--- src/cbm_pkg.sv ---
`timescale 1ns / 1ps
// Shared types and constants for the cartridge bank mapper.
// Used by every module of the block but cbm_ram; depends on nothing.
package cbm_pkg;

    localparam int PATTERN_RAM_BYTES = 8192;
    localparam int PAT_ADDR_W        = $clog2(PATTERN_RAM_BYTES);
    localparam int BANK_W            = 8;
    localparam int NUM_WINDOWS       = 4;
    localparam int WINDOW_OFFSET_W   = 13;
    localparam int ROM_ADDR_W        = BANK_W + WINDOW_OFFSET_W;
    localparam int BANK_NUM_W        = 6;

    typedef enum logic [1:0] {
        CMD_PROG_WRITE = 2'd0,
        CMD_PROG_READ  = 2'd1,
        CMD_PAT_READ   = 2'd2,
        CMD_PAT_WRITE  = 2'd3
    } cmd_t;

    typedef enum logic [1:0] {
        MODE_PAIRS     = 2'd0,
        MODE_UPPER     = 2'd1,
        MODE_ALL       = 2'd2,
        MODE_UPPER_ALT = 2'd3
    } wmode_t;

    // One classified access on its way from the front to the back.
    typedef struct packed {
        cmd_t                    kind;
        logic [PAT_ADDR_W-1:0]   ram_addr;
        logic [7:0]              wdata;
        logic [ROM_ADDR_W-1:0]   rom_addr;
        logic                    rom_valid;
        logic                    mirror;
    } q_entry_t;

endpackage

--- src/cbm_front.sv ---
`timescale 1ns / 1ps
// Front end: accepts access transactions, keeps the window bank registers and
// the mirroring flag, and turns each access into a queue entry. Uses cbm_pkg.
module cbm_front (
    input  logic                  aclk,
    input  logic                  aresetn,
    input  logic                  s_valid,
    output logic                  s_ready,
    input  logic [1:0]            s_command,
    input  logic [15:0]           s_address,
    input  logic [7:0]            s_write_byte,
    input  logic                  clearing,
    input  logic                  q_ready,
    output logic                  q_push,
    output cbm_pkg::q_entry_t     q_entry
);
    import cbm_pkg::*;

    logic [BANK_W-1:0]     banks_reg  [NUM_WINDOWS];
    logic [BANK_W-1:0]     banks_next [NUM_WINDOWS];
    logic                  mirror_reg;
    logic                  mirror_next;
    cmd_t                  cmd;
    wmode_t                mode;
    logic                  swap;
    logic [BANK_NUM_W-1:0] bank_num;
    logic [BANK_NUM_W:0]   bank_inc;
    logic [BANK_W-1:0]     lo_same;
    logic [BANK_W-1:0]     lo_flip;
    logic [BANK_W-1:0]     hi_same;
    logic [BANK_W-1:0]     hi_flip;
    logic [BANK_W-1:0]     sel_bank;
    logic                  accept;

    assign s_ready  = q_ready && !clearing;
    assign accept   = s_valid && s_ready;
    assign q_push   = accept;
    assign cmd      = cmd_t'(s_command);
    assign mode     = wmode_t'(s_address[1:0]);
    assign swap     = s_write_byte[7];
    assign bank_num = s_write_byte[BANK_NUM_W-1:0];
    assign bank_inc = {1'b0, bank_num} + {{BANK_NUM_W{1'b0}}, 1'b1};

    // Bank 2B+h for the selected pair and 2(B+1)+h for the following pair.
    assign lo_same = {1'b0, bank_num, swap};
    assign lo_flip = {1'b0, bank_num, ~swap};
    assign hi_same = {bank_inc, swap};
    assign hi_flip = {bank_inc, ~swap};

    always_comb begin
        for (int i = 0; i < NUM_WINDOWS; i++) begin
            banks_next[i] = banks_reg[i];
        end
        mirror_next = mirror_reg;
        if (accept && cmd == CMD_PROG_WRITE) begin
            mirror_next = s_write_byte[6];
            unique case (mode)
                MODE_PAIRS: begin
                    banks_next[0] = lo_same;
                    banks_next[1] = lo_flip;
                    banks_next[2] = hi_same;
                    banks_next[3] = hi_flip;
                end
                MODE_ALL: begin
                    for (int i = 0; i < NUM_WINDOWS; i++) begin
                        banks_next[i] = lo_same;
                    end
                end
                MODE_UPPER, MODE_UPPER_ALT: begin
                    banks_next[2] = lo_same;
                    banks_next[3] = lo_flip;
                end
                default: begin
                    banks_next[2] = lo_same;
                    banks_next[3] = lo_flip;
                end
            endcase
        end
    end

    always_ff @(posedge aclk) begin
        if (!aresetn) begin
            for (int i = 0; i < NUM_WINDOWS; i++) begin
                banks_reg[i] <= BANK_W'(i);
            end
            mirror_reg <= 1'b0;
        end else begin
            for (int i = 0; i < NUM_WINDOWS; i++) begin
                banks_reg[i] <= banks_next[i];
            end
            mirror_reg <= mirror_next;
        end
    end

    assign sel_bank = banks_reg[s_address[14:13]];

    always_comb begin
        q_entry.kind      = cmd;
        q_entry.ram_addr  = s_address[PAT_ADDR_W-1:0];
        q_entry.wdata     = s_write_byte;
        q_entry.rom_valid = (cmd == CMD_PROG_READ) && s_address[15];
        q_entry.rom_addr  = q_entry.rom_valid ?
                            {sel_bank, s_address[WINDOW_OFFSET_W-1:0]} : '0;
        // The flag reported is the one in force after this access.
        q_entry.mirror    = mirror_next;
    end

endmodule

--- config.mk ---
export PLATFORM = sky130hd
export DESIGN_NAME = cbm_front
export DESIGN_NICKNAME = d
export VERILOG_FILES = /design/src/cbm_pkg.sv /design/src/cbm_front.sv
export SDC_FILE = /design/constraint.sdc
export NUM_CORES = 1
export LEC_CHECK = 0
export BUFFER_PORTS_ARGS = -buffer_cell sky130_fd_sc_hd__buf_2
export CORE_ASPECT_RATIO = 1.25
export CORE_MARGIN = 2
export CORE_UTILIZATION = 38
export DETAILED_ROUTE_END_ITERATION = 7
export PLACE_DENSITY = 0.78
export SETUP_SLACK_MARGIN = 0.05
export SLEW_MARGIN = 15
export SYNTH_ARGS = -nofsm -noshare
export SYNTH_HDL_FRONTEND = slang
export SYNTH_SLANG_ARGS = --single-unit
--- constraint.sdc ---
create_clock -name aclk -period 2.1 [get_ports aclk]
set_input_delay 0.42 -clock aclk [delete_from_list [all_inputs] [get_ports aclk]]
set_output_delay 0.42 -clock aclk [all_outputs]
set_load 0.05 [all_outputs]
# --- After elaboration in Yosys (flattened, before gate mapping) ---
# Memories as Yosys holds them, arrays and structs flattened.
# Index checks and enable logic that the tools add are counted.
word_totals:
  mem_bits_rw: 32
  reg_bits: 1
  n_memories: 1
  input_bits: 31
  wordCells: 36
  output_inout_bits: 48
op_classes:
  n_addsub: 1
  bitwise: 5
  n_reduce_logical: 10
  eq_ne: 7
  n_mux: 11
mem_list:
  columns: ["name", "words", "width", "read_ports", "rd_clocked_by_memory_dff", "write_ports", "line_no", "text"]
  rows:
  - ["banks_reg", 4, 8, 1, 0, 4, "cbm_front.sv:19", "logic [BANK_W-1:0] banks_reg [NUM_WINDOWS];"]
ops:
  columns: ["cell", "n"]
  rows:
  - ["$pmux W16 S3", 1]
  - ["$mux W32", 1]
  - ["$mux W8", 4]
  - ["$pmux W16 S2", 1]
  - ["$mux W21", 1]
  - ["$add A6 B1 Y7 const B", 1]
  - ["$eq A2 B1 Y1 const B", 2]
  - ["$eq A2 B2 Y1 const B", 2]
  - ["$logic_and A1 B1 Y1", 4]
  - ["$logic_not A2 Y1", 2]
  - ["$or A1 B1 Y1", 4]
  - ["$mux W1", 3]
  - ["$ne A3 B3 Y1 const B", 1]
  - ["$reduce_and A3 Y1", 1]
  - ["$ne A1 B1 Y1 const B", 2]
  - ["$reduce_and A2 Y1", 1]
  - ["$reduce_or A2 Y1", 1]
  - ["$logic_not A1 Y1", 1]
  - ["$not A1 Y1", 1]

# --- Longest topological paths before layout ---
depth:
  ltp_word: 7
  mapped_depth: 6
  depth_no_buf: 4

# --- Worst setup path after synthesis ---
# Ideal clock, no wire load.
synth_timing:
  kind: "input port to flip-flop"
  start: "in clearing"
  end: "mem banks_reg[0][0], enable pin"
  arrival_ps: 1958
  required_time_ps: 1716
  setup_time_ps: 384
  stages: 5
  setup_slack_ps: -242
  cell_sequence: "nand3b_1 inv_1 nand3_1 clkbuf_1 o21ai_0"
synth_rtl:
  columns: ["element", "line_no", "text"]
  rows:
  - ["from (decl)", "cbm_front.sv:12", "input logic clearing,"]
  - ["to (decl)", "cbm_front.sv:19", null]

==> metrics.txt <==
clock latency on the worst-skew pair=0.25 ns; total nets after synthesis=163; core box area=3170 um^2; metal3 WL=272 um; Hold WC Path Type=in -> reg; die area=3770 um^2; Metal-1 WL=973 um; ys flop type=edfxtp_1; RSZ-0062 raised after global routing=no; crit end category=primary output; clk buf depth=2; post-DP HPWL=2300 um; Yosys top cell by area=edfxtp_1; FILL cells=310; xor/xnor cell area share of the yosys netlist=0.0280; gr ovfl total=0; CP max-delay cell=or2_2; Synth Area in Compound Gates=0.0460; Setup crit start kind=primary input; Syn Area/Cell=9.56 um^2; Syn Inst Count=131; DRT Wirelength=2630 um; WS Path Type=in -> out; critical path arrival=1.49 ns; top sig layer=met4; IO Port Bufs=78; Syn-to-layout area delta=27.0%; DRC=0; worst clock skew=0 ns; Max Transition Viols Final=0; most numerous cell in the Yosys netlist=buf_4; Async SR Flop Fraction=0; stages on the worst setup path=6; Worst VDD drop=506 uV; initial antenna violation count=0; placed insts=222; largest family of logic cells by synthesized area=simple AND/OR/NAND/NOR gates; Fmax=0.524 GHz; post-DR wirelength/cell=11.6 um; Worst Path Buf+Inv=3; Mapped Area=1250 um^2; MaxCap Viol Count=0; top post-synthesis cells by area=edfxtp_1 41%, buf_4 14%, and2_1 9.5%; Top cell by count, worst path=buf_2; #FFs+latches synth=18; largest net degree at the start of global routing=17; Die H=68.2 um; GPL Wtd Cong=0.831; post-synthesis mux area share=0.0659; TritonCTS Buffers=3; CTS H-Tree Depth=1; Seq/Total Area, Yosys=0.424; non-filler cells, final=226; max incr delay on CP=0.30 ns; routed wl met2=1340 um; Worst EP required=1.68 ns; warnings from Yosys=0; routed vias/inst=4.70; max reg flops=17; gr usage total=0.149; via count=1063; hold depth=3; Initial Util=0.396; 1st-pass router iterations=4; outcome=finished clean; Post-Synth Simple-Gate Area=0.254; crit-path cells=buf_2 -> nand2_1 -> or2_2 -> clkinvlp_4 -> and3_1 -> buf_2; # IOs=79; Horiz. Die Dim=55.4 um; vias in the first global route=976; Lkg Pwr=0.000787 uW; final setup violation count=0; clock sinks=18; top cell type's share of synthesized area=0.408; Synth Area in Adders=0.00999; Post-layout nets=222; proportion of layout cells with a drive suffix above 1=0.550; period utilisation layout=0.909; Post-synth EDFFs=17; first-pass GRT wire length=4370 um; relative slew slack=0.697; ANT cells=0; synth cell count leaders=24 x buf_4, 19 x and2_1, 17 x edfxtp_1, 10 x nor2_1, 7 x nand2_1; setup tns final=0 ns; Root Driver=clkbuf_8; Top Family by Delay on Critical Path=buffers and inverters; Tightest Pin Transition=0.455 ns; Final ANT Viol Nets=0; Hold Vio Cnt, Final=0; CP max FO=16; clk slew on worst S/H paths=0.06 ns; pwr dens=589 nW/um^2; Distinct cells, synth=32; postcts setup bufs=0; # rows=23; initial drt markers=38; Final min period=1.91 ns; r2r worst-path depth=2; CTS tree=built
==> final cells by class <==
class | count | area, um^2 | share of cell area
well taps | 37 | 46.3 | 0.0291
repair buffers | 83 | 428 | 0.269
flip-flops and latches | 18 | 531 | 0.334
clock buffers | 4 | 45.0 | 0.0283
multi-input cells | 80 | 522 | 0.328
inverters | 4 | 18.8 | 0.0118
==> layout by cell type, fill, tap and decap left out, drive strengths merged <==
cell | synthesis | layout
nand3 | 4 | 4
nand3b | 1 | 1
nand2b | 2 | 2
nand2 | 7 | 7
o21ai | 5 | 5
o31ai | 1 | 1
or4 | 1 | 1
or3 | 2 | 2
mux4 | 1 | 1
dfxtp | 1 | 1
inv | 4 | 3
ha | 1 | 1
a21oi | 5 | 5
nor2 | 10 | 10
nor3 | 1 | 1
nor2b | 1 | 1
clkinvlp | 0 | 1
buf | 25 | 83
edfxtp | 17 | 17
or2 | 3 | 3
and2b | 1 | 1
xor2 | 1 | 1
xnor2 | 3 | 3
clkbuf | 4 | 4
and3 | 1 | 1
nor3b | 1 | 1
mux2i | 6 | 6
nor4 | 2 | 2
and2 | 20 | 20
==> stage by stage <==
| step | instance area, um^2 | hold WS [ns] | util | setup WS (ns) | power (uW) |
|---|---|---|---|---|---|
| 2_1_floorplan | 1270 | 0.469 | - | 0.0234 | 649 |
| 3_3_place_gp | 1540 | 0.483 | 0.487 | 0.129 | 702 |
| 3_5_place_dp | 1540 | 0.493 | 0.487 | 0.0777 | 706 |
| 4_1_cts | 1590 | 0.453 | 0.501 | 0.0751 | 939 |
| 5_1_grt | 1590 | 0.463 | 0.502 | 0.0831 | 974 |
| 6_report | 1590 | 0.453 | 0.502 | 0.191 | 936 |
==> report_power, final <==
group	total, uW	switching, uW	internal, uW
combinational	280	202	77.4
sequential	416	4.82	411
clock	240	106	135
total	936	313	623
==> worst paths after layout <==
path              slack [ns]                    end             startpoint
setup / recovery        0.19            q_entry[22]           s_command[0]
hold / removal          0.45  mirror_reg$_SDFF_PN0_        s_write_byte[6]
setup reg to reg        1.49  mirror_reg$_SDFF_PN0_  mirror_reg$_SDFF_PN0_
hold reg to reg         0.50  mirror_reg$_SDFF_PN0_  mirror_reg$_SDFF_PN0_
==> cell families after synthesis <==
| family | Yosys count |
|---|---|
| AND/OR/NAND/NOR | 57 |
| buffers and inverters | 33 |
| flip-flops | 18 |
| AO/OA/AOI/OAI | 11 |
| multiplexers | 7 |
| XOR/XNOR | 4 |
| adder cells (fa/ha/maj) | 1 |
==> worst register-to-register path, cell delays in order, from the launching register on <==
cell and delay (ns):
dfxtp_1 0.30, o21ai_0 0.10, a21oi_1 0.15
==> timing repair <==
item	CTS	global route
resized for setup	0	1
setup endpoints to repair	0	15
hold buffers	0	0
endpoints found under the hold margin	0	0
==> layer usage <==
| metal | track usage | vias up |
|---|---|---|
| met4 | 0.0640 | 0 |
| met3 | 0.0302 | 4 |
| met5 | 0 | - |
| met2 | 0.290 | 69 |
| li1 | - | 534 |
| met1 | 0.156 | 456 |
Power figures use the tool's default switching activity.
