$ cat config.mk
export PLATFORM = sky130hd
export DESIGN_NAME = cbm_queue
export DESIGN_NICKNAME = d
export VERILOG_FILES = /design/src/cbm_pkg.sv /design/src/cbm_queue.sv
export SDC_FILE = /design/constraint.sdc
export NUM_CORES = 1
export LEC_CHECK = 0
export BUFFER_PORTS_ARGS = -buffer_cell sky130_fd_sc_hd__buf_4
export CAP_MARGIN = 15
export CORE_MARGIN = 2
export CORE_UTILIZATION = 51
export CTS_CLUSTER_DIAMETER = 150
export DETAILED_ROUTE_END_ITERATION = 10
export PLACE_DENSITY_LB_ADDON = 0.08
export SYNTH_ARGS = -nofsm -noshare
export SYNTH_HDL_FRONTEND = slang
export SYNTH_SLANG_ARGS = --single-unit
$ cat constraint.sdc
create_clock -name aclk -period 2.5 [get_ports aclk]
set_input_delay 0.125 -clock aclk [delete_from_list [all_inputs] [get_ports aclk]]
set_output_delay 0.125 -clock aclk [all_outputs]
set_load 0.005 [all_outputs]
$ cat src/cbm_pkg.sv
`timescale 1ns / 1ps
// Shared types and constants for the cartridge bank mapper.
// Used by every module of the block but cbm_ram; depends on nothing.
package cbm_pkg;

    localparam int PATTERN_RAM_BYTES = 8192;
    localparam int PAT_ADDR_W        = $clog2(PATTERN_RAM_BYTES);
    localparam int BANK_W            = 8;
    localparam int NUM_WINDOWS       = 4;
    localparam int WINDOW_OFFSET_W   = 13;
    localparam int ROM_ADDR_W        = BANK_W + WINDOW_OFFSET_W;
    localparam int BANK_NUM_W        = 6;

    typedef enum logic [1:0] {
        CMD_PROG_WRITE = 2'd0,
        CMD_PROG_READ  = 2'd1,
        CMD_PAT_READ   = 2'd2,
        CMD_PAT_WRITE  = 2'd3
    } cmd_t;

    typedef enum logic [1:0] {
        MODE_PAIRS     = 2'd0,
        MODE_UPPER     = 2'd1,
        MODE_ALL       = 2'd2,
        MODE_UPPER_ALT = 2'd3
    } wmode_t;

    // One classified access on its way from the front to the back.
    typedef struct packed {
        cmd_t                    kind;
        logic [PAT_ADDR_W-1:0]   ram_addr;
        logic [7:0]              wdata;
        logic [ROM_ADDR_W-1:0]   rom_addr;
        logic                    rom_valid;
        logic                    mirror;
    } q_entry_t;

endpackage

$ cat src/cbm_queue.sv
`timescale 1ns / 1ps
// Two-entry queue between the front end and the back end.
// Uses cbm_pkg for the entry type.
module cbm_queue (
    input  logic                  aclk,
    input  logic                  aresetn,
    input  logic                  push,
    input  cbm_pkg::q_entry_t     push_entry,
    output logic                  push_ready,
    input  logic                  pop,
    output logic                  head_valid,
    output cbm_pkg::q_entry_t     head_entry
);
    import cbm_pkg::*;

    q_entry_t    slots_reg [2];
    logic        wr_ptr_reg;
    logic        rd_ptr_reg;
    logic [1:0]  count_reg;
    logic [1:0]  count_next;
    logic        do_push;
    logic        do_pop;

    assign push_ready = (count_reg != 2'd2);
    assign head_valid = (count_reg != 2'd0);
    assign head_entry = slots_reg[rd_ptr_reg];
    assign do_push    = push && push_ready;
    assign do_pop     = pop && head_valid;

    always_comb begin
        count_next = count_reg;
        if (do_push && !do_pop) begin
            count_next = count_reg + 2'd1;
        end else if (do_pop && !do_push) begin
            count_next = count_reg - 2'd1;
        end
    end

    always_ff @(posedge aclk) begin
        if (!aresetn) begin
            wr_ptr_reg <= 1'b0;
            rd_ptr_reg <= 1'b0;
            count_reg  <= 2'd0;
        end else begin
            if (do_push) begin
                wr_ptr_reg <= ~wr_ptr_reg;
            end
            if (do_pop) begin
                rd_ptr_reg <= ~rd_ptr_reg;
            end
            count_reg <= count_next;
        end
    end

    always_ff @(posedge aclk) begin
        if (do_push) begin
            slots_reg[wr_ptr_reg] <= push_entry;
        end
    end

endmodule

* Word-level counts from Yosys, hierarchy flattened *
Memory sizes are Yosys's and may differ from the RTL's. A register that Yosys moved wholly into a read port is not among the register bits.
Cells that the tools add are included.
Widths: inputs -> output; s select.

storage, ports and cells
  bits in registers = 4
  latch bits = 0
  memory bits (writable) = 92
  ROM bits = 0
  word-level logic and storage cells = 23
  memories kept = 1

operators by class
  add/sub/neg operators = 2
  multipliers = 0
  div/mod/pow operators = 0
  order comparisons = 0
  eq/ne operators = 1
  shift-type cells = 0
  muxes and demuxes = 6
  bitwise logic cells = 2
  reductions and logical operators = 8

memory list
  memory     words  width  rd ports  clocked after Yosys merged registers in  write ports  RTL line         text
  slots_reg  2      46     1         1                                        1            cbm_queue.sv:16  q_entry_t slots_reg [2];

operator list
  kind                 number
  $logic_and 1x1->1    4
  $mux 1               4
  $mux 2               2
  $reduce_bool 2->1    2
  $add 2x1->2 const B  1
  $logic_not 1->1      2
  $ne 2x2->1 const B   1
  $not 1->1            2
  $sub 2x1->2 const B  1

* Logic depth before layout (Yosys ltp) *
Gate-level depths: netlist (run 1).

  depth in word-level cells = 6
  depth in mapped cells = 6
  gate-level depth less buffers = 6

* Worst setup path before layout (run 1) *
OpenSTA, ideal clock, no wires.

  path type = reg-to-reg
  start = register count_reg[0]
  end = memory slots_reg[1][0] (netlist bit) (enable)
  setup time = 408 ps
  data arrival time = 1708 ps
  required time = 2092 ps
  slack = 384 ps
  stages on the path, launching flop included = 3
  clock period less this slack = 2116 ps
  path through = dfxtp_1 > nand2b_4 > and3_1

between the ends
  cells in the longest elaborated chain, start to end = 4

ends and longest elaborated chain
  item                          RTL line         text
  from (decl)                   cbm_queue.sv:19  logic [1:0] count_reg;
  from (signal assigned)        cbm_queue.sv:51  count_reg <= count_next;
  $ne 2x2->1                    cbm_queue.sv:24  assign push_ready = (count_reg != 2'd2);
  named net push_ready          cbm_queue.sv:9   output logic push_ready,
  $logic_and 1x1->1             cbm_queue.sv:27  assign do_push = push && push_ready;
  $mux 1                        cbm_queue.sv:56  if (do_push) begin
  $mux 1 (not written as such)  cbm_queue.sv:57  slots_reg[wr_ptr_reg] <= push_entry;
  to (decl)                     cbm_queue.sv:16

The timed path passes the listed nets, and every way through them passes these cells.

==> results of run 1 <==
## report_power, final
| group | total [mW] | leakage, nW | internal (mW) | switching [mW] |
|---|---|---|---|---|
| Clock | 1.03 | 0.103 | 0.500 | 0.530 |
| Combinational | 1.24 | 0.919 | 0.732 | 0.507 |
| Sequential | 2.09 | 0.901 | 2.03 | 0.0615 |
## stage by stage
step / hold WS (ns) / instance area [um^2]
2_1_floorplan: 0.224 / 3560
3_3_place_gp: 0.310 / 4410
3_5_place_dp: 0.313 / 4410
4_1_cts: 0.0821 / 5090
5_1_grt: 0.0973 / 5090
6_report: 0.0966 / 5090
## tightest hold or removal path, delay by kind of cell
family	cells	cell delay, ns
buffers and inverters	1	0.10
AOI/OAI and AO/OA	2	0.17
## logic make-up after synthesis
family | Yosys count
flops | 97
fa+ha+maj | 1
xor+xnor | 3
buf+inv | 6
compound gates | 5
mux | 46
simple gates | 9
## final cells by class
class                      instances  area, um^2
multi-input combinational         64         658
clock buffer                      10         138
sequential                        97        2860
tap                               80         100
fill                             406        1670
clock inverter                     6        72.6
timing repair buffer             148        1250
inverter                           1        3.75
## placed cells by master (no fill, tap or decap), types with 2 or more instances in the layout
cell / synthesis / layout
sky130_fd_sc_hd__buf_4: 4 / 99
sky130_fd_sc_hd__edfxtp_1: 92 / 92
sky130_fd_sc_hd__dlygate4sd3_1: 0 / 47
sky130_fd_sc_hd__mux2_2: 46 / 46
sky130_fd_sc_hd__clkbuf_8: 0 / 10
sky130_fd_sc_hd__and2_1: 4 / 4
sky130_fd_sc_hd__dfxtp_1: 5 / 4
sky130_fd_sc_hd__xnor2_1: 2 / 2
sky130_fd_sc_hd__inv_6: 0 / 2
sky130_fd_sc_hd__clkinv_4: 0 / 2
sky130_fd_sc_hd__buf_12: 0 / 2
## worst max path at each step
stage | startpoint | end | slack (ns) | cells after the start
final | flip-flop | head_entry[3] | 0.84 | 3
after global routing | flip-flop | head_entry[3] | 0.77 | 3
after CTS | flip-flop | head_entry[3] | 0.82 | 3
after detailed placement | count_reg[0] | count_reg[1] | 0.92 | 5
after global placement | count_reg[0] | count_reg[1] | 0.99 | 5
after floorplan | count_reg[0] | slots_reg[1][0] | 0.38 | 2
## layer usage
layer / GRT usage / vias to the layer above / wire [um]
met3: 0.0434 / 7 / 343
met1: 0.214 / 976 / 2660
met5: 0 / - / 0
met4: 0.0685 / 0 / 76
li1: - / 962 / -
met2: 0.298 / 66 / 3430
==> run metrics, run 1 <==
status finished clean; Setup-failing EPs final 0; area of the mapped netlist 3560 um^2; cell family with the largest share of critical-path delay buffers and inverters; crit path setup slack, layout around 0.84 ns; number of synthesized flops with an enable pin ~90; Synth async-reset ratio 0; unrepaired setup endpoints after global routing no; Core Area approximately 6800 um^2; count of hold buffers inserted by post-cts repair 47; Setup Skew 0.0129 ns; total placed cells including tap cells around 340; delay contributed by the slowest stage of the critical path 0.40 ns; worst setup slack before clock tree synthesis between 0.9 and 1 ns; Synth cell types 20; most common cell in the synthesized netlist sky130_fd_sc_hd__edfxtp_1; XOR/XNOR Fraction of Synth Area 0.00738; synthesized netlist net count around 220; pin count of the biggest net entering global routing 47; worst hold path cell count 3; Global Route Usage Sum 0.174; worst path required time 2.38 ns; DRT antenna net count 0; final HPWL from detailed placement 3780 um; Die X 87.5 um; worst voltage drop across the vdd grid about 460 uV; area share of fa/ha/maj cells after synthesis 0.00352; crit path max fanout 25; total number of nets in the final design 372; final worst path period share 0.664; clock root buffer master sky130_fd_sc_hd__clkbuf_8; number of global-route vias before repair 2059; fin util 0.753; TritonCTS Buffers 9; total number of placement rows 30; Bufs on Longest Clock Path 2; number of warnings printed during yosys synthesis 0; number of failing hold endpoints at the final stage 0; Simple-Gate Fraction of Synth Area 0.0183; instance count of the mapped netlist around 170; layout-stage area growth over the synthesis result 43.0%; FF-to-FF End count_reg[1]; TritonCTS clock tree done; fraction of layout cells with a size suffix above 1 0.518; most frequent cells after synthesis sky130_fd_sc_hd__edfxtp_1, sky130_fd_sc_hd__mux2_2, sky130_fd_sc_hd__dfxtp_1; CP Data Arrival Time 1.54 ns; DR vias 2011; areal power density over the cells 856 nW/um^2; Register-to-Register Setup Slack 0.90 ns; routed wire length 6520 um; top cells by area in the synthesized netlist sky130_fd_sc_hd__edfxtp_1, sky130_fd_sc_hd__mux2_2, sky130_fd_sc_hd__dfxtp_1; complex-gate fraction of the synthesized area 0.00985; H-tree depth 3; area share of the leading cell type in the synthesized netlist 0.776; startpoint of the worst hold path push; routed vias/inst about 5.0; count of maximum capacitance violations 0; dominant cell type by area after synthesis sky130_fd_sc_hd__edfxtp_1; relative slew slack 0.778; Critical Path Start Type flip-flop; cell-by-cell trace of the critical path buf_4, mux2_2, buf_4; combinational family with the most area after synthesis multiplexers; critical path capture point type output port; Overall Power 4.36 mW; Max Slew Vio Count 0; endpoint with the worst hold slack wr_ptr_reg; post-synthesis mux area share 0.146; area of the die 7660 um^2; number of cell instances on the worst register-to-register path 5; # diodes 0; dominant synthesized flop cell sky130_fd_sc_hd__edfxtp_1; residual overflow from global routing 0; register bit count reported by yosys 97; Crit path buffers/inverters 2; clock slew at reported path FFs 0.08 ns; setup total negative slack 0 ns; average cell area after synthesis 21.3 um^2; I/O pin count 98; number of antenna violations at the first check in global routing 0; slew at the pin with the worst max-slew slack 0.334 ns; minimum period implied by the final worst setup slack 1.66 ns; sequential cell area fraction in the yosys report 0.805; Initial Utilization 0.527; clock insertion delay at the later pin of the skew report ~0.35 ns; global-route wire length before repair 9830 um; total of buffers placed on input and output ports 97; flip-flop count of the largest register after layout 92; slowest CP cell sky130_fd_sc_hd__mux2_2; Die H 87.5 um; reg-to-reg critical path startpoint count_reg[0]; routability congestion estimate from global placement 0.682; Crit Path Category flip-flop to output port; DR DRC count 0; first-pass iteration count of the detailed router 4; final routed wire length divided by cell count 16.0 um; worst hold path type primary input to flip-flop; leakage dissipation around 1.9 nW; CTS sink count 97; maximum clock frequency 602 MHz; number of buffers added for setup after CTS 0; Cell Count, Final, Fillers Out 406; number of gates given a new drive strength after cts 0; Iteration-0 DRC Markers 85; CP dominant cell by count sky130_fd_sc_hd__buf_4
(Power assumes the default switching activity.)
==> run 2: changes to the inputs <==
==> constraint.sdc (replaced) <==
create_clock -name aclk -period 1.6 [get_ports aclk]
set_input_delay 0.08 -clock aclk [delete_from_list [all_inputs] [get_ports aclk]]
set_output_delay 0.08 -clock aclk [all_outputs]
set_load 0.005 [all_outputs]
==> run metrics, run 2 (synthesis gave the netlist of run 1 again) <==
status finished clean (unchanged); Setup Skew 0.00977 ns (was 0.0129 ns); area of the die 7660 um^2 (unchanged); first-pass iteration count of the detailed router 4 (unchanged); routability congestion estimate from global placement 0.754 (was 0.682); slew at the pin with the worst max-slew slack 0.219 ns (was 0.334 ns); final HPWL from detailed placement 3920 um (was 3780 um); commonest cells after routing, fill and taps aside sky130_fd_sc_hd__buf_4, sky130_fd_sc_hd__edfxtp_1, sky130_fd_sc_hd__dlygate4sd3_1 (unchanged); worst hold path type primary input to flip-flop (unchanged); Cell Count, Final, Fillers Out 408 (was 406); power dissipated by switching net loads 1.66 mW (was 1.10 mW); Critical Path Start Type flip-flop (unchanged); Crit path buffers/inverters 0 (was 2); DR DRC count 0 (unchanged); CP Data Arrival Time 1.81 ns (was 1.54 ns); Max Slew Vio Count 0 (unchanged); total number of nets in the final design 374 (was 372); number of global-route vias before repair 2141 (was 2059); routed vias/inst 5.03 (was 4.95); layout-stage area growth over the synthesis result 44.1% (was 43.0%); TritonCTS clock tree done (unchanged); pin count of the biggest net entering global routing 34 (was 47); I/O pin count 98 (unchanged); TritonCTS Buffers 9 (unchanged); CTS sink count 97 (unchanged); Int Pwr 5.24 mW (was 3.26 mW); DR vias 2054 (was 2011); Global Route Usage Sum 0.177 (was 0.174); relative slew slack 0.853 (was 0.778); critical path capture point type flip-flop (was output port); Overall Power 6.89 mW (was 4.36 mW); count of maximum capacitance violations 0 (unchanged); Clock power frac 0.236 (about the same); slowest CP cell sky130_fd_sc_hd__dfxtp_2 (was sky130_fd_sc_hd__mux2_2); cell-by-cell trace of the critical path nand2b_4, and2_1, ha_1, or3_1, a21boi_1 (was buf_4, mux2_2, buf_4); residual overflow from global routing 0 (unchanged); Core Area 6760 um^2 (unchanged); flip-flop count of the largest register after layout 92 (unchanged); number of failing hold endpoints at the final stage 0 (unchanged); Bufs on Longest Clock Path 2 (unchanged); number of buffers added for setup after CTS 0 (unchanged); DRT antenna net count 0 (unchanged); # diodes 0 (unchanged); final routed wire length divided by cell count 16.2 um (was 16.0 um); leakage dissipation 1.93 nW (was 1.92 nW); total placed cells including tap cells 345 (was 343); sequential power share 0.476 (was 0.479); worst voltage drop across the vdd grid 725 uV (was 457 uV); part of the power in combinational logic 0.288 (was 0.284); total of buffers placed on input and output ports 97 (unchanged); Die H 87.5 um (unchanged); Initial Utilization 0.527 (unchanged); total number of placement rows 30 (unchanged); clock insertion delay at the later pin of the skew report 0.34 ns (was 0.35 ns); Iteration-0 DRC Markers 34 (was 85); global-route wire length before repair 9920 um (was 9830 um); leading cell type in the layout, fill and taps excluded sky130_fd_sc_hd__buf_4 (unchanged); H-tree depth 3 (unchanged); delay contributed by the slowest stage of the critical path 0.35 ns (was 0.40 ns); clock slew at reported path FFs 0.09 ns (was 0.08 ns); maximum clock frequency 652 MHz; routed wire length 6610 um (was 6520 um); Die X 87.5 um (unchanged); minimum period implied by the final worst setup slack 1.53 ns; clock root buffer master sky130_fd_sc_hd__clkbuf_8 (unchanged); unrepaired setup endpoints after global routing no (unchanged); number of antenna violations at the first check in global routing 0 (unchanged); cell family with the largest share of critical-path delay simple AND/OR/NAND/NOR gates (was buffers and inverters); worst path required time 1.87 ns (was 2.38 ns); areal power density over the cells 1340 nW/um^2 (was 856 nW/um^2); fraction of layout cells with a size suffix above 1 0.512 (was 0.518); Crit Path Category flip-flop to flip-flop (was flip-flop to output port); switching part of the total power 0.240 (was 0.252); final worst path period share 0.959; Setup-failing EPs final 0 (unchanged); crit path max fanout 5 (was 25)
-- run 2: cell types whose count changed in the layout (fill, tap and decap cells not counted), sizes merged --
cell / change
bufinv: +1
clkbuf: +2
inv: -3
buf: +2
-- run 2: power by group through the flow --
stage	logic, mW	registers, mW	clock network [mW]
after global routing	2.13	3.31	1.77
after floorplan	0.981	3.30	0
after global placement	1.89	3.31	0
after detailed placement	1.90	3.33	0
after CTS	2.01	3.28	1.66
final	1.99	3.28	1.63
-- run 2: repair_timing --
| action | 4_1_cts | 5_1_grt |
|---|---|---|
| endpoints found under the hold margin | 95 | 0 |
| hold buffers | 47 | 0 |
| setup endpoints to repair | 0 | 1 |
| gates resized for setup | 0 | 1 |
-- run 2: metal layers --
metal / global-route usage / wire length [um] / vias up
met2: 0.335 / 3740 / 58
met1: 0.187 / 2590 / 1027
li1: - / - / 964
met3: 0.0500 / 243 / 5
met4: 0.0587 / 41 / 0
met5: 0 / 0 / -
-- run 2: worst paths after layout --
kind	startpoint	end	slack (ns)	cells past startpoint
worst min register to register	count_reg[1]	count_reg[1]	0.52	2
worst min-delay path	push	wr_ptr_reg	0.08	3
worst max-delay path	count_reg[0]	count_reg[1]	0.07	5
worst max register to register	count_reg[0]	count_reg[1]	0.07	5
-- run 2: worst min-delay path, stage by stage --
cell                       delay, ns
sky130_fd_sc_hd__buf_4          0.10
sky130_fd_sc_hd__a21bo_2        0.12
sky130_fd_sc_hd__a21boi_0       0.07
-- run 2: through the flow --
step / worst slack (ns) / util / TNS, ns / area [um^2] / hold WS, ns
floorplan: -0.0699 / - / -3.22 / 3560 / 0.179
global placement: 0.109 / 0.659 / 0 / 4450 / 0.265
detailed placement: 0.0628 / 0.659 / 0 / 4450 / 0.267
CTS: 0.0377 / 0.759 / 0 / 5130 / 0.0612
global route: 0.0120 / 0.759 / 0 / 5130 / 0.0812
finish: 0.0663 / 0.759 / 0 / 5130 / 0.0803
-- run 2: area by class of cell --
| type | count | area [um^2] |
|---|---|---|
| flip-flops and latches | 97 | 2870 |
| clock buffers | 12 | 135 |
| clock inverters | 4 | 67.6 |
| well taps | 80 | 100 |
| fillers | 406 | 1630 |
| multi-input cells | 64 | 658 |
| repair buffers | 150 | 1290 |
| inverters | 1 | 7.51 |
==> run 3: changes to the inputs <==
--- a/config.mk
+++ b/config.mk
@@ -11,7 +11,7 @@
 export CORE_UTILIZATION = 51
 export CTS_CLUSTER_DIAMETER = 150
 export DETAILED_ROUTE_END_ITERATION = 10
-export PLACE_DENSITY_LB_ADDON = 0.08
+export PLACE_DENSITY = 0.8
 export SYNTH_ARGS = -nofsm -noshare
 export SYNTH_HDL_FRONTEND = slang
 export SYNTH_SLANG_ARGS = --single-unit
==> run metrics, run 3 (synthesis gave the netlist of run 1 again) <==
status finished clean (unchanged); worst setup slack before clock tree synthesis 0.0524 ns (was 0.0628 ns); number of antenna violations at the first check in global routing 2 (was 0); Iteration-0 DRC Markers 57 (was 34); Cell Count, Final, Fillers Out 410 (was 408); count of maximum capacitance violations 0 (unchanged); uppermost layer routed met4 (unchanged); cell-by-cell trace of the critical path buf_12, mux2_2, buf_4 (was nand2b_4, and2_1, ha_1, or3_1, a21boi_1); TritonCTS clock tree done (unchanged); critical path capture point type output port (was flip-flop); Initial Utilization 0.527 (unchanged); DRT antenna net count 0 (unchanged); number of buffers added for setup after CTS 0 (unchanged); first-pass iteration count of the detailed router 4 (unchanged); total placed cells including tap cells 345 (unchanged); routability congestion estimate from global placement 0.700 (was 0.754); worst hold path type primary input to flip-flop (unchanged); maximum clock frequency 660 MHz (was 652 MHz); crit path max fanout 29 (was 5); final worst path period share 0.947 (was 0.959); DR vias 2057 (was 2054); final HPWL from detailed placement 4130 um (was 3920 um); worst path required time 1.52 ns (was 1.87 ns); relative slew slack 0.798 (was 0.853); Setup Skew 0.00716 ns (was 0.00977 ns); I/O pin count 98 (unchanged); CP Data Arrival Time 1.44 ns (was 1.81 ns); Critical Path Start Type flip-flop (unchanged); DR DRC count 0 (unchanged); Core Area 6760 um^2 (unchanged); clock slew at reported path FFs 0.09 ns (about the same); clock root buffer master sky130_fd_sc_hd__clkbuf_8 (unchanged); fraction of layout cells with a size suffix above 1 0.524 (was 0.512); clock insertion delay at the later pin of the skew report 0.34 ns (about the same); global-route wire length before repair 10800 um (was 9920 um); unrepaired setup endpoints after global routing yes (was no); areal power density over the cells 1350 nW/um^2 (was 1340 nW/um^2); residual overflow from global routing 0 (unchanged); Global Route Usage Sum 0.194 (was 0.177); area of the die 7660 um^2 (unchanged); FF-to-FF End count_reg[1] (unchanged); Bufs on Longest Clock Path 2 (unchanged); delay contributed by the slowest stage of the critical path 0.37 ns (was 0.35 ns); detailed-routing wirelength on met1 2960 um (was 2590 um); leakage dissipation 1.93 nW (about the same); setup total negative slack 0 ns (unchanged); Overall Power 6.97 mW (was 6.89 mW); worst voltage drop across the vdd grid 732 uV (was 725 uV); flip-flop count of the largest register after layout 92 (unchanged); minimum period implied by the final worst setup slack 1.52 ns (was 1.53 ns); reg-to-reg critical path startpoint count_reg[0] (unchanged); Critical Path Sink head_entry[39] (was count_reg[1]); Register-to-Register Setup Slack 0.09 ns (was 0.07 ns); crit path setup slack, layout 0.0840 ns (was 0.0663 ns); commonest cells after routing, fill and taps aside sky130_fd_sc_hd__buf_4, sky130_fd_sc_hd__edfxtp_1, sky130_fd_sc_hd__dlygate4sd3_1 (unchanged); TritonCTS Buffers 9 (unchanged); metal2 WL 3570 um (was 3740 um); Die X 87.5 um (unchanged); leading cell type in the layout, fill and taps excluded sky130_fd_sc_hd__buf_4 (unchanged); Max Slew Vio Count 0 (unchanged); Crit Path Category flip-flop to output port (was flip-flop to flip-flop); slew at the pin with the worst max-slew slack 0.300 ns (was 0.219 ns); routed wire length 7120 um (was 6610 um); total number of placement rows 30 (unchanged); Die H 87.5 um (unchanged); layout-stage area growth over the synthesis result 44.5% (was 44.1%); H-tree depth 3 (unchanged); number of cell instances on the worst register-to-register path 6 (was 5); routed vias/inst 5.02 (was 5.03); met3 layer wire length in the routed design 522 um (was 243 um); Setup-failing EPs final 0 (unchanged); number of global-route vias before repair 2203 (was 2141); CTS sink count 97 (unchanged); number of failing hold endpoints at the final stage 0 (unchanged); total of buffers placed on input and output ports 97 (unchanged); total number of nets in the final design 374 (unchanged); slowest CP cell sky130_fd_sc_hd__dfxtp_2 (unchanged); pin count of the biggest net entering global routing 30 (was 34); final routed wire length divided by cell count 17.4 um (was 16.2 um)
## run 3: worst min path at each step
| stage | start | endpoint | slack (ns) | depth (start not counted) |
|---|---|---|---|---|
| CTS | push | wr_ptr_reg | 0.07 | 3 |
| floorplan | push_entry[0] | slots_reg[0][0] | 0.18 | 0 |
| detailed placement | push_entry[10] | slots_reg[1][10] | 0.27 | 1 |
| global route | push | wr_ptr_reg | 0.08 | 3 |
| finish | push | wr_ptr_reg | 0.07 | 3 |
| global placement | push_entry[24] | slots_reg[0][24] | 0.26 | 1 |
## run 3: what timing repair did
item / 4_1_cts / 5_1_grt
endpoints found under the setup margin: 0 / 12
endpoints found under the hold margin: 96 / 0
resized for setup: 0 / 3
hold buffers: 47 / 0
## run 3: metal layers
layer	GRT usage	vias to the layer above
li1	-	964
met5	0	-
met1	0.224	991
met3	0.0697	9
met4	0.0643	0
met2	0.336	93
## run 3: cell type report
class	count	area, um^2
clock inverters	7	85.1
multi-input cells	64	671
well taps	80	100
clock buffers	9	124
inverters	1	7.51
diodes	2	5.00
repair buffers	150	1280
flip-flops and latches	97	2870
fillers	399	1610
## run 3: worst max-delay path, delay by kind of cell (launching register included)
family	cells	cell delay [ns]
buf+inv	2	0.34
flops	1	0.37
mux	1	0.37
## run 3: report_power, final
part / leakage, nW / internal (mW) / switching [mW]
clock network: 0.104 / 0.865 / 0.789
registers: 0.901 / 3.18 / 0.112
logic: 0.929 / 1.20 / 0.823
## run 3: through the flow
step	hold WS, ns	instance area (um^2)	utilization
after floorplan	0.179	3560	-
after global placement	0.265	4440	0.657
after detailed placement	0.268	4440	0.657
after CTS	0.0706	5120	0.758
after global routing	0.0768	5140	0.761
final	0.0729	5140	0.761
